### src/rtl/ibsm_pkg.sv
// Shared types and constants for the inactivity and battery shutdown monitor.
// No dependencies; the files that use it refer to this package by scoped name.
package ibsm_pkg;

    // Configuration port geometry
    localparam int CFG_IDX_W  = 3;
    localparam int CFG_DATA_W = 31;

    // Configuration register indexes
    localparam logic [CFG_IDX_W-1:0] REG_MIN_BATTERY   = 3'd0;
    localparam logic [CFG_IDX_W-1:0] REG_ACTIVE_TMO    = 3'd1;
    localparam logic [CFG_IDX_W-1:0] REG_INTERACT_TMO  = 3'd2;
    localparam logic [CFG_IDX_W-1:0] REG_BATTERY_GRACE = 3'd3;
    localparam logic [CFG_IDX_W-1:0] REG_ALERT_LEAD    = 3'd4;
    localparam logic [CFG_IDX_W-1:0] REG_MAX_SPREAD    = 3'd5;

    // Register reset values
    localparam logic [12:0] RST_MIN_BATTERY   = 13'd3200;
    localparam logic [30:0] RST_ACTIVE_TMO    = 31'd300000;
    localparam logic [30:0] RST_INTERACT_TMO  = 31'd60000;
    localparam logic [30:0] RST_BATTERY_GRACE = 31'd10000;
    localparam logic [30:0] RST_ALERT_LEAD    = 31'd5000;
    localparam logic [30:0] RST_MAX_SPREAD    = 31'd450;

    // Shutdown reason codes
    localparam logic [1:0] REASON_NONE    = 2'd0;
    localparam logic [1:0] REASON_INACT   = 2'd1;
    localparam logic [1:0] REASON_BATTERY = 2'd2;

    // One stored position fix
    typedef struct packed {
        logic signed [30:0] lat;
        logic signed [31:0] lon;
    } fix_t;

    // Control from the sequencer to the spread accumulator
    typedef struct packed {
        logic sample;  // take the tail fix this cycle
        logic first;   // first fix of a walk: seed the extremes
    } walk_ctl_t;

endpackage

### src/rtl/ibsm_update_if.sv
// Update request channel of the shutdown monitor: valid/ready plus payload.
// Depends on nothing.
interface ibsm_update_if;
    logic               valid;
    logic               ready;
    logic [31:0]        now_ms;
    logic [31:0]        last_touch_ms;
    logic               gps_valid;
    logic [31:0]        gps_stamp;
    logic signed [30:0] latitude;
    logic signed [31:0] longitude;
    logic [12:0]        battery_mv;

    modport source (
        output valid, now_ms, last_touch_ms, gps_valid, gps_stamp,
               latitude, longitude, battery_mv,
        input  ready
    );
    modport sink (
        input  valid, now_ms, last_touch_ms, gps_valid, gps_stamp,
               latitude, longitude, battery_mv,
        output ready
    );
endinterface

### src/rtl/ibsm_result_if.sv
// Result request channel of the shutdown monitor: valid/ready plus payload.
// Depends on nothing.
interface ibsm_result_if;
    logic       valid;
    logic       ready;
    logic [1:0] shutdown_reason;
    logic       power_off;
    logic       in_motion;

    modport source (
        output valid, shutdown_reason, power_off, in_motion,
        input  ready
    );
    modport sink (
        input  valid, shutdown_reason, power_off, in_motion,
        output ready
    );
endinterface

### src/rtl/ibsm_cell.sv
// One cell of the fix history chain: holds a single position fix.
// Depends on ibsm_pkg for fix_t.
module ibsm_cell (
    input  logic            clk,
    input  logic            rst_n,
    input  logic            en,
    input  ibsm_pkg::fix_t  d_in,
    output ibsm_pkg::fix_t  d_out
);

    ibsm_pkg::fix_t fix_reg;

    // Take the neighbour's fix when the chain moves; history starts at zero
    always_ff @(posedge clk or negedge rst_n)
    begin
        if (!rst_n)
        begin
            fix_reg <= '0;
        end
        else if (en)
        begin
            fix_reg <= d_in;
        end
    end

    assign d_out = fix_reg;

endmodule

### src/rtl/ibsm_spread.sv
// Latitude and longitude extremes accumulated one fix per cycle from the
// tail of the history chain, and the still/moving decision against max_spread.
// Depends on ibsm_pkg for fix_t and walk_ctl_t.
module ibsm_spread (
    input  logic                clk,
    input  logic                rst_n,
    input  ibsm_pkg::walk_ctl_t ctl,
    input  ibsm_pkg::fix_t      sample,
    input  logic [30:0]         max_spread,
    output logic                still
);

    logic signed [30:0] lat_lo_reg, lat_lo_next;
    logic signed [30:0] lat_hi_reg, lat_hi_next;
    logic signed [31:0] lon_lo_reg, lon_lo_next;
    logic signed [31:0] lon_hi_reg, lon_hi_next;
    logic [31:0]        lat_span;
    logic [32:0]        lon_span;

    // Seed on the first fix, then widen the extremes
    always_comb
    begin
        lat_lo_next = lat_lo_reg;
        lat_hi_next = lat_hi_reg;
        lon_lo_next = lon_lo_reg;
        lon_hi_next = lon_hi_reg;
        if (ctl.first)
        begin
            lat_lo_next = sample.lat;
            lat_hi_next = sample.lat;
            lon_lo_next = sample.lon;
            lon_hi_next = sample.lon;
        end
        else
        begin
            if (sample.lat < lat_lo_reg) lat_lo_next = sample.lat;
            if (sample.lat > lat_hi_reg) lat_hi_next = sample.lat;
            if (sample.lon < lon_lo_reg) lon_lo_next = sample.lon;
            if (sample.lon > lon_hi_reg) lon_hi_next = sample.lon;
        end
    end

    always_ff @(posedge clk or negedge rst_n)
    begin
        if (!rst_n)
        begin
            lat_lo_reg <= '0;
            lat_hi_reg <= '0;
            lon_lo_reg <= '0;
            lon_hi_reg <= '0;
        end
        else if (ctl.sample)
        begin
            lat_lo_reg <= lat_lo_next;
            lat_hi_reg <= lat_hi_next;
            lon_lo_reg <= lon_lo_next;
            lon_hi_reg <= lon_hi_next;
        end
    end

    // Spreads are never negative, so compare them unsigned
    assign lat_span = {lat_hi_reg[30], lat_hi_reg} - {lat_lo_reg[30], lat_lo_reg};
    assign lon_span = {lon_hi_reg[31], lon_hi_reg} - {lon_lo_reg[31], lon_lo_reg};
    assign still    = (lat_span < {1'b0, max_spread}) && (lon_span < {2'b00, max_spread});

endmodule

### src/rtl/inactivity_battery_shutdown_monitor.sv
// Inactivity and battery shutdown monitor, top level.
// Depends on ibsm_pkg, ibsm_update_if, ibsm_result_if, ibsm_cell, ibsm_spread.
//
// Usage: each update request (time, last touch, GPS fix, battery voltage)
// on the update channel gives exactly one result request on the result
// channel: shutdown reason, power-off flag and motion flag. Registers are
// written through cfg_we/cfg_index/cfg_data; the user must do so while the
// block is idle, as the block itself does not enforce it; indexes past the
// last register are ignored.
// An update carrying a new valid fix walks the fix history chain, one cell
// per cycle through a single min/max unit, then passes the check, deadline
// and finish steps; any other update goes straight to the deadline and
// finish steps. One update is worked on at a time: the next one is taken
// once the previous result is loaded into the output register.
// A stalled result is held in the output register; the next update is still
// taken and waits at its final step until the register frees up.
// Reset clears the history to zero, the deadlines to their initial values
// and the registers to their defaults; no clearing pass is needed.
module inactivity_battery_shutdown_monitor #(
    parameter int HISTORY_DEPTH = 10
) (
    input  logic                                clk,
    input  logic                                rst_n,
    ibsm_update_if.sink                         update,
    ibsm_result_if.source                       result,
    input  logic                                cfg_we,
    input  logic [ibsm_pkg::CFG_IDX_W-1:0]      cfg_index,
    input  logic [ibsm_pkg::CFG_DATA_W-1:0]     cfg_data
);

    localparam int CNT_W = (HISTORY_DEPTH > 2) ? $clog2(HISTORY_DEPTH) : 1;

    localparam logic [2:0] ST_IDLE   = 3'd0;
    localparam logic [2:0] ST_WALK   = 3'd1;
    localparam logic [2:0] ST_CHECK  = 3'd2;
    localparam logic [2:0] ST_DEADLN = 3'd3;
    localparam logic [2:0] ST_FINISH = 3'd4;

    // Configuration registers
    logic [12:0] min_battery_reg;
    logic [30:0] active_tmo_reg;
    logic [30:0] interact_tmo_reg;
    logic [30:0] battery_grace_reg;
    logic [30:0] alert_lead_reg;
    logic [30:0] max_spread_reg;

    // Sequencer and per-update state
    logic [2:0]       state_reg, state_next;
    logic [CNT_W-1:0] walk_cnt_reg, walk_cnt_next;
    logic [31:0]      now_reg;
    logic [31:0]      touch_reg;
    logic [12:0]      batt_reg;
    logic             moving_reg, moving_next;
    logic [31:0]      last_stamp_reg;
    logic [31:0]      act_deadline_reg;
    logic [31:0]      bat_deadline_reg;

    // Output register
    logic             out_valid_reg;
    logic [1:0]       out_reason_reg;
    logic             out_power_reg;
    logic             out_motion_reg;

    // Datapath signals
    logic                accept;
    logic                new_fix;
    logic                walking;
    logic                chain_en;
    logic                still;
    logic                out_free;
    logic                interacting;
    logic                lead_bat_low;
    logic                lead_act_low;
    logic [31:0]         earliest;
    logic [1:0]          reason;
    ibsm_pkg::fix_t      head_fix;
    ibsm_pkg::fix_t      new_fix_data;
    ibsm_pkg::fix_t      chain_q [HISTORY_DEPTH];
    ibsm_pkg::walk_ctl_t walk_ctl;

    assign accept       = update.valid && update.ready;
    assign new_fix      = update.gps_valid && (update.gps_stamp != last_stamp_reg);
    assign walking      = (state_reg == ST_WALK);
    assign out_free     = !out_valid_reg || result.ready;
    assign update.ready = (state_reg == ST_IDLE);

    // Write configuration registers
    always_ff @(posedge clk or negedge rst_n)
    begin
        if (!rst_n)
        begin
            min_battery_reg   <= ibsm_pkg::RST_MIN_BATTERY;
            active_tmo_reg    <= ibsm_pkg::RST_ACTIVE_TMO;
            interact_tmo_reg  <= ibsm_pkg::RST_INTERACT_TMO;
            battery_grace_reg <= ibsm_pkg::RST_BATTERY_GRACE;
            alert_lead_reg    <= ibsm_pkg::RST_ALERT_LEAD;
            max_spread_reg    <= ibsm_pkg::RST_MAX_SPREAD;
        end
        else if (cfg_we)
        begin
            case (cfg_index)
                ibsm_pkg::REG_MIN_BATTERY:   min_battery_reg   <= cfg_data[12:0];
                ibsm_pkg::REG_ACTIVE_TMO:    active_tmo_reg    <= cfg_data;
                ibsm_pkg::REG_INTERACT_TMO:  interact_tmo_reg  <= cfg_data;
                ibsm_pkg::REG_BATTERY_GRACE: battery_grace_reg <= cfg_data;
                ibsm_pkg::REG_ALERT_LEAD:    alert_lead_reg    <= cfg_data;
                ibsm_pkg::REG_MAX_SPREAD:    max_spread_reg    <= cfg_data;
                default: ;
            endcase
        end
    end

    // Fix history chain: shift a new fix in at the head, or rotate during a walk
    assign new_fix_data.lat = update.latitude;
    assign new_fix_data.lon = update.longitude;
    assign head_fix = walking ? chain_q[HISTORY_DEPTH-1] : new_fix_data;
    assign chain_en = walking || (accept && new_fix);

    genvar gi;
    generate
        for (gi = 0; gi < HISTORY_DEPTH; gi++)
        begin : g_chain
            if (gi == 0)
            begin : g_head
                ibsm_cell u_cell (
                    .clk   (clk),
                    .rst_n (rst_n),
                    .en    (chain_en),
                    .d_in  (head_fix),
                    .d_out (chain_q[gi])
                );
            end
            else
            begin : g_body
                ibsm_cell u_cell (
                    .clk   (clk),
                    .rst_n (rst_n),
                    .en    (chain_en),
                    .d_in  (chain_q[gi-1]),
                    .d_out (chain_q[gi])
                );
            end
        end
    endgenerate

    // Min/max over the fixes leaving the tail
    assign walk_ctl.sample = walking;
    assign walk_ctl.first  = walking && (walk_cnt_reg == '0);

    ibsm_spread u_spread (
        .clk        (clk),
        .rst_n      (rst_n),
        .ctl        (walk_ctl),
        .sample     (chain_q[HISTORY_DEPTH-1]),
        .max_spread (max_spread_reg),
        .still      (still)
    );

    // Sequencer
    always_comb
    begin
        state_next    = state_reg;
        walk_cnt_next = walk_cnt_reg;
        moving_next   = moving_reg;
        case (state_reg)
            ST_IDLE:
            begin
                if (accept)
                begin
                    moving_next   = !update.gps_valid;
                    walk_cnt_next = '0;
                    state_next    = new_fix ? ST_WALK : ST_DEADLN;
                end
            end
            ST_WALK:
            begin
                walk_cnt_next = walk_cnt_reg + 1'b1;
                if (walk_cnt_reg == CNT_W'(HISTORY_DEPTH - 1))
                begin
                    state_next = ST_CHECK;
                end
            end
            ST_CHECK:
            begin
                moving_next = !still;
                state_next  = ST_DEADLN;
            end
            ST_DEADLN:
            begin
                state_next = ST_FINISH;
            end
            ST_FINISH:
            begin
                if (out_free)
                begin
                    state_next = ST_IDLE;
                end
            end
            default:
            begin
                state_next = ST_IDLE;
            end
        endcase
    end

    always_ff @(posedge clk or negedge rst_n)
    begin
        if (!rst_n)
        begin
            state_reg      <= ST_IDLE;
            walk_cnt_reg   <= '0;
            moving_reg     <= 1'b0;
            last_stamp_reg <= '0;
        end
        else
        begin
            state_reg    <= state_next;
            walk_cnt_reg <= walk_cnt_next;
            moving_reg   <= moving_next;
            if (accept && new_fix)
            begin
                last_stamp_reg <= update.gps_stamp;
            end
        end
    end

    // Hold the update's scalar fields while it is worked on
    always_ff @(posedge clk)
    begin
        if (accept)
        begin
            now_reg   <= update.now_ms;
            touch_reg <= update.last_touch_ms;
            batt_reg  <= update.battery_mv;
        end
    end

    // Extend deadlines
    assign interacting = (now_reg - touch_reg) < {1'b0, interact_tmo_reg};

    always_ff @(posedge clk or negedge rst_n)
    begin
        if (!rst_n)
        begin
            act_deadline_reg <= {1'b0, ibsm_pkg::RST_ACTIVE_TMO};
            bat_deadline_reg <= {1'b0, ibsm_pkg::RST_BATTERY_GRACE};
        end
        else if (state_reg == ST_DEADLN)
        begin
            if (moving_reg || interacting)
            begin
                act_deadline_reg <= now_reg + {1'b0, active_tmo_reg};
            end
            if (batt_reg >= min_battery_reg)
            begin
                bat_deadline_reg <= now_reg + {1'b0, battery_grace_reg};
            end
        end
    end

    // Remaining lead read as signed, battery reason first
    assign lead_bat_low = $signed(bat_deadline_reg - now_reg)
                          < $signed({1'b0, alert_lead_reg});
    assign lead_act_low = $signed(act_deadline_reg - now_reg)
                          < $signed({1'b0, alert_lead_reg});
    assign reason = lead_bat_low ? ibsm_pkg::REASON_BATTERY :
                    lead_act_low ? ibsm_pkg::REASON_INACT   :
                                   ibsm_pkg::REASON_NONE;
    assign earliest = (act_deadline_reg < bat_deadline_reg) ? act_deadline_reg
                                                            : bat_deadline_reg;

    // Output register: load on finish, drop once taken
    always_ff @(posedge clk or negedge rst_n)
    begin
        if (!rst_n)
        begin
            out_valid_reg <= 1'b0;
        end
        else if ((state_reg == ST_FINISH) && out_free)
        begin
            out_valid_reg <= 1'b1;
        end
        else if (result.ready)
        begin
            out_valid_reg <= 1'b0;
        end
    end

    always_ff @(posedge clk)
    begin
        if ((state_reg == ST_FINISH) && out_free)
        begin
            out_reason_reg <= reason;
            out_power_reg  <= (now_reg > earliest);
            out_motion_reg <= moving_reg;
        end
    end

    assign result.valid           = out_valid_reg;
    assign result.shutdown_reason = out_reason_reg;
    assign result.power_off       = out_power_reg;
    assign result.in_motion       = out_motion_reg;

endmodule

### src/flat_wrapper.sv
// flat-port wrapper written by rule: the top's interface ports become plain ports
module inactivity_battery_shutdown_monitor_flat 
#(
    parameter int HISTORY_DEPTH = 10
)
  (clk, rst_n, cfg_we, cfg_index, cfg_data, update_valid, update_now_ms, update_last_touch_ms, update_gps_valid, update_gps_stamp, update_latitude, update_longitude, update_battery_mv, update_ready, result_valid, result_shutdown_reason, result_power_off, result_in_motion, result_ready);
  ibsm_update_if update_i ();
  ibsm_result_if result_i ();
  input  logic clk;
  input  logic rst_n;
  input  logic cfg_we;
  input  logic [ibsm_pkg::CFG_IDX_W-1:0] cfg_index;
  input  logic [ibsm_pkg::CFG_DATA_W-1:0] cfg_data;
  input wire logic [$bits(update_i.valid)-1:0] update_valid;
  input wire logic [$bits(update_i.now_ms)-1:0] update_now_ms;
  input wire logic [$bits(update_i.last_touch_ms)-1:0] update_last_touch_ms;
  input wire logic [$bits(update_i.gps_valid)-1:0] update_gps_valid;
  input wire logic [$bits(update_i.gps_stamp)-1:0] update_gps_stamp;
  input wire logic [$bits(update_i.latitude)-1:0] update_latitude;
  input wire logic [$bits(update_i.longitude)-1:0] update_longitude;
  input wire logic [$bits(update_i.battery_mv)-1:0] update_battery_mv;
  output wire logic [$bits(update_i.ready)-1:0] update_ready;
  output wire logic [$bits(result_i.valid)-1:0] result_valid;
  output wire logic [$bits(result_i.shutdown_reason)-1:0] result_shutdown_reason;
  output wire logic [$bits(result_i.power_off)-1:0] result_power_off;
  output wire logic [$bits(result_i.in_motion)-1:0] result_in_motion;
  input wire logic [$bits(result_i.ready)-1:0] result_ready;
  assign update_i.valid = update_valid;
  assign update_i.now_ms = update_now_ms;
  assign update_i.last_touch_ms = update_last_touch_ms;
  assign update_i.gps_valid = update_gps_valid;
  assign update_i.gps_stamp = update_gps_stamp;
  assign update_i.latitude = update_latitude;
  assign update_i.longitude = update_longitude;
  assign update_i.battery_mv = update_battery_mv;
  assign update_ready = update_i.ready;
  assign result_valid = result_i.valid;
  assign result_shutdown_reason = result_i.shutdown_reason;
  assign result_power_off = result_i.power_off;
  assign result_in_motion = result_i.in_motion;
  assign result_i.ready = result_ready;
  inactivity_battery_shutdown_monitor #(.HISTORY_DEPTH(HISTORY_DEPTH)) u_core (.clk(clk), .rst_n(rst_n), .update(update_i), .result(result_i), .cfg_we(cfg_we), .cfg_index(cfg_index), .cfg_data(cfg_data));
endmodule
### config.mk
export PLATFORM = sky130hd
export DESIGN_NAME = inactivity_battery_shutdown_monitor_flat
export DESIGN_NICKNAME = d
export VERILOG_FILES = /design/src/rtl/ibsm_pkg.sv /design/src/rtl/ibsm_update_if.sv /design/src/rtl/ibsm_result_if.sv /design/src/rtl/ibsm_cell.sv /design/src/rtl/ibsm_spread.sv /design/src/rtl/inactivity_battery_shutdown_monitor.sv /design/src/flat_wrapper.sv
export SDC_FILE = /design/constraint.sdc
export NUM_CORES = 2
export LEC_CHECK = 0
export BUFFER_PORTS_ARGS = -buffer_cell sky130_fd_sc_hd__clkbuf_2
export CAP_MARGIN = 10
export CORE_ASPECT_RATIO = 0.7
export CORE_MARGIN = 4
export CORE_UTILIZATION = 39
export DETAILED_ROUTE_END_ITERATION = 7
export GPL_TIMING_DRIVEN = 0
export PLACE_DENSITY_LB_ADDON = 0.15
export SLEW_MARGIN = 10
export SYNTH_ARGS = -nofsm -noshare
export SYNTH_HDL_FRONTEND = slang
export SYNTH_SLANG_ARGS = --single-unit
### constraint.sdc
create_clock -name clk -period 6.4 [get_ports clk]
set_clock_uncertainty 0.2 [all_clocks]
set_input_delay 0.96 -clock clk [delete_from_list [all_inputs] [get_ports clk]]
set_output_delay 0.96 -clock clk [all_outputs]
set_load 0.01 [all_outputs]
==> impl_metrics.env <==
export IMPL_cp_startpoint="u_core.now_reg[0]$_DFFE_PP_"
export IMPL_r2r_cells=26
export IMPL_die_y_um=337
export IMPL_synth_nets=5970
export IMPL_multiInputGateArea_um2=30000
export IMPL_cts_buffers=115
export IMPL_status="complete, no violations"
export IMPL_hold_path_depth=1
export IMPL_clk_pin_slew_ns=0.06
export IMPL_worstSetupPathType="reg -> reg"
export IMPL_clock_sinks=1110
export IMPL_nNetsFinal=6337
export IMPL_drt_first_pass_iters=5
export IMPL_fin_crit_sh=0.963
export IMPL_ff_latch_area_um2=28200
export IMPL_hpwlAfterDp_mm=120
export IMPL_slew_viol_final=0
export IMPL_hold_viol_final=0
export IMPL_insertion_delay_ns=0.76
export IMPL_drt_drc_violations_left=0
export IMPL_routedWlPerCell_um=20.5
export IMPL_post_place_cells=7427
export IMPL_ys_seq_elements=1110
export IMPL_critical_path_required_ns=6.84
export IMPL_cts_tree="done"
export IMPL_cts_root_buf="clkbuf_16"
export IMPL_finalNonFillerCells=7662
export IMPL_tightest_slew_ns=1.31
export IMPL_hold_class="in -> reg"
export IMPL_drive_above_1_share=0.257
export IMPL_p_leak_nw=33.3
export IMPL_mostFrequentLayoutCells="dfrtp_1, mux2_2, ha_1"
export IMPL_num_rows=120
export IMPL_die_w_um=478
export IMPL_period_needed_ns=6.16
export IMPL_reg2reg_to="u_core.act_deadline_reg[20]$_DFFE_PN0P_"
export IMPL_antenna_found_initial=10
export IMPL_setup_violations=0
export IMPL_ios=218
export IMPL_grt_first_pass_wirelength_mm=242
export IMPL_syn_cell_area_um2=60200
export IMPL_end_kind="flip-flop"
export IMPL_wirelength_mm=157
export IMPL_grt_pass1_vias=39500
export IMPL_peakVddDrop_uv=270
export IMPL_grt_usage=0.194
export IMPL_path_max_fanout=10
export IMPL_syn_area_per_cell_um2=11.6
export IMPL_cap_violations=0
export IMPL_largest_reg_flops=567
export IMPL_dp_slack_ns=-1.25
export IMPL_fin_ws_ns=0.236
export IMPL_yosysSeqAreaShare=0.469
export IMPL_clockBufferDepth=3
export IMPL_synth_warnings=0
export IMPL_grt_max_degree=98
export IMPL_rrSetupSlack_ns=0.24
export IMPL_postRouteAntennaNets=0
export IMPL_rsz0062_at_grt="yes"
export IMPL_synthCells=5180
export IMPL_routabilityCongestion=0.873
export IMPL_synth_cell_types=77
export IMPL_nFillCells=14300
export IMPL_worst_ep_arrival_time_ns=6.60
export IMPL_layout_commonest_cell="dfrtp_1"
export IMPL_ctsHtreeMaxLevel=3
export IMPL_die_area_um2=161000
export IMPL_synth_flop_cell="dfrtp_1"
export IMPL_coreArea_um2=153000
export IMPL_reg2reg_from="u_core.now_reg[0]$_DFFE_PP_"
export IMPL_viasPerCell=5.21
export IMPL_synth_async_reset_ratio=0.927
export IMPL_cp_start_kind="flip-flop"
export IMPL_start_util=0.393
export IMPL_syn2layout_area_growth_pct=14.0
export IMPL_vias=39900
export IMPL_fmax_ghz=0.162
export IMPL_grt_ovfl_total=0
export IMPL_relSlewSlack=0.125
export IMPL_synth_edf_count=81
export IMPL_drt_iter0_drc=2665
export IMPL_io_buffers=217
export IMPL_endpoint="u_core.act_deadline_reg[20]$_DFFE_PN0P_"
export IMPL_p_per_area_nw_per_um2=573
[logic make-up (layout without fill, tap and decap cells)]
logic type / after synthesis / in the layout / synth area share
compound gates: 1033 / 1033 / 0.106
xor+xnor: 230 / 230 / 0.0334
fa+ha+maj: 578 / 578 / 0.121
buf+inv: 523 / 987 / 0.0346
flops: 1110 / 1110 / 0.469
mux: 956 / 956 / 0.176
other cells: 0 / 5 / 0
simple gates: 750 / 750 / 0.0594
[Yosys cell counts (all sizes together), types with 11 or more instances]
cell type	number	area [um2]
a211o	11	96.3
a211oi	21	158
a21o	196	1470
a21oi	277	1390
a31oi	26	163
and3	17	106
buf	85	440
clkbuf	54	203
dfrtp	984	24600
dfstp	45	1180
edfxtp	81	2430
ha	571	7140
inv	384	1440
mux2	848	9550
mux2i	108	1080
nand2	268	1010
nand2b	53	332
nand3	47	235
nand4	71	444
nor2	153	574
nor2b	51	319
nor3	36	185
nor4	14	87.6
o211ai	17	128
o21a	47	353
o21ai	318	1590
o21bai	31	233
o31ai	18	140
xnor2	130	1140
xor2	100	876
[report_power, final]
group	total (mW)	switching [mW]	internal, mW
sequential	11.4	1.66	9.70
clock	7.31	3.01	4.30
combinational	20.7	11.2	9.52
[per-layer routing]
metal	vias to the layer above	routed length [um]	GRT usage
li1	19300	-	-
met1	19800	82800	0.306
met2	689	63200	0.273
met3	156	7970	0.0362
met4	0	2860	0.0382
met5	-	0	0
[worst max-delay path, stage by stage, from the launching register on]
cell and delay (ns):
edfxtp_1 0.48, inv_2 0.13, ha_1 0.16, inv_1 0.05, fa_1 0.40, a21o_1 0.19
a21oi_2 0.24, o21ai_2 0.12, a31oi_2 0.22, a2111o_1 0.27, a31oi_2 0.17, a41o_1 0.32
o21ai_2 0.20, o21bai_1 0.09, a21oi_1 0.25, xnor2_2 0.21, ha_1 0.29, o21a_1 0.18
o21a_1 0.20, nand3_2 0.15, a311oi_4 0.09, a211oi_2 0.38, a21oi_4 0.15, nor2_4 0.18
buf_12 0.15, buf_4 0.20, mux2_2 0.35
[per-stage QoR]
stage | TNS, ns | hold slack [ns] | util | instance area [um2] | power, mW
floorplan | 0 | 0.242 | - | 60200 | 25.9
global placement | - | 0.263 | 0.417 | 63800 | 31.5
detailed placement | -36.94 | 0.277 | 0.420 | 64300 | 31.8
CTS | 0 | 0.0925 | 0.447 | 68500 | 39.5
global route | -1.07 | 0.105 | 0.448 | 68700 | 42.5
finish | 0 | 0.179 | 0.448 | 68700 | 39.3
[how the worst min path moves through the flow]
stage,startpoint,to,slack (ns)
floorplan,u_core.moving_reg$_DFFE_PN0P_,u_core.result.in_motion$_DFFE_PP_,0.24
detailed placement,u_core.g_chain[8].g_body.u_cell.d_out[32]$_DFFE_PN0P_,u_core.g_chain[9].g_body.u_cell.d_out[32]$_DFFE_PN0P_,0.28
global placement,u_core.g_chain[8].g_body.u_cell.d_out[32]$_DFFE_PN0P_,u_core.g_chain[9].g_body.u_cell.d_out[32]$_DFFE_PN0P_,0.26
global route,update_last_touch_ms[9],u_core.touch_reg[9]$_DFFE_PP_,0.11
CTS,update_last_touch_ms[4],u_core.touch_reg[4]$_DFFE_PP_,0.09
finish,update_last_touch_ms[7],u_core.touch_reg[7]$_DFFE_PP_,0.18
[area by class of cell]
type	instances	area share
Clock buffer	152	0.0472
Buffer	139	0.00951
Timing Repair Buffer	250	0.0240
Sequential cell	1110	0.411
Multi-Input combinational cell	3547	0.438
Tap cell	2013	0.0367
Clock inverter	62	0.0126
Antenna cell	5	0.000182
Inverter	384	0.0210
[timing repair]
item                       4_1_cts  5_1_grt
setup buffers                    3       12
setup endpoints to repair       32       35
resized for setup               12       19
pin swaps                        4        5
hold buffers                     1        0
hold endpoints to repair        13        0
(Power assumes the default switching activity.)
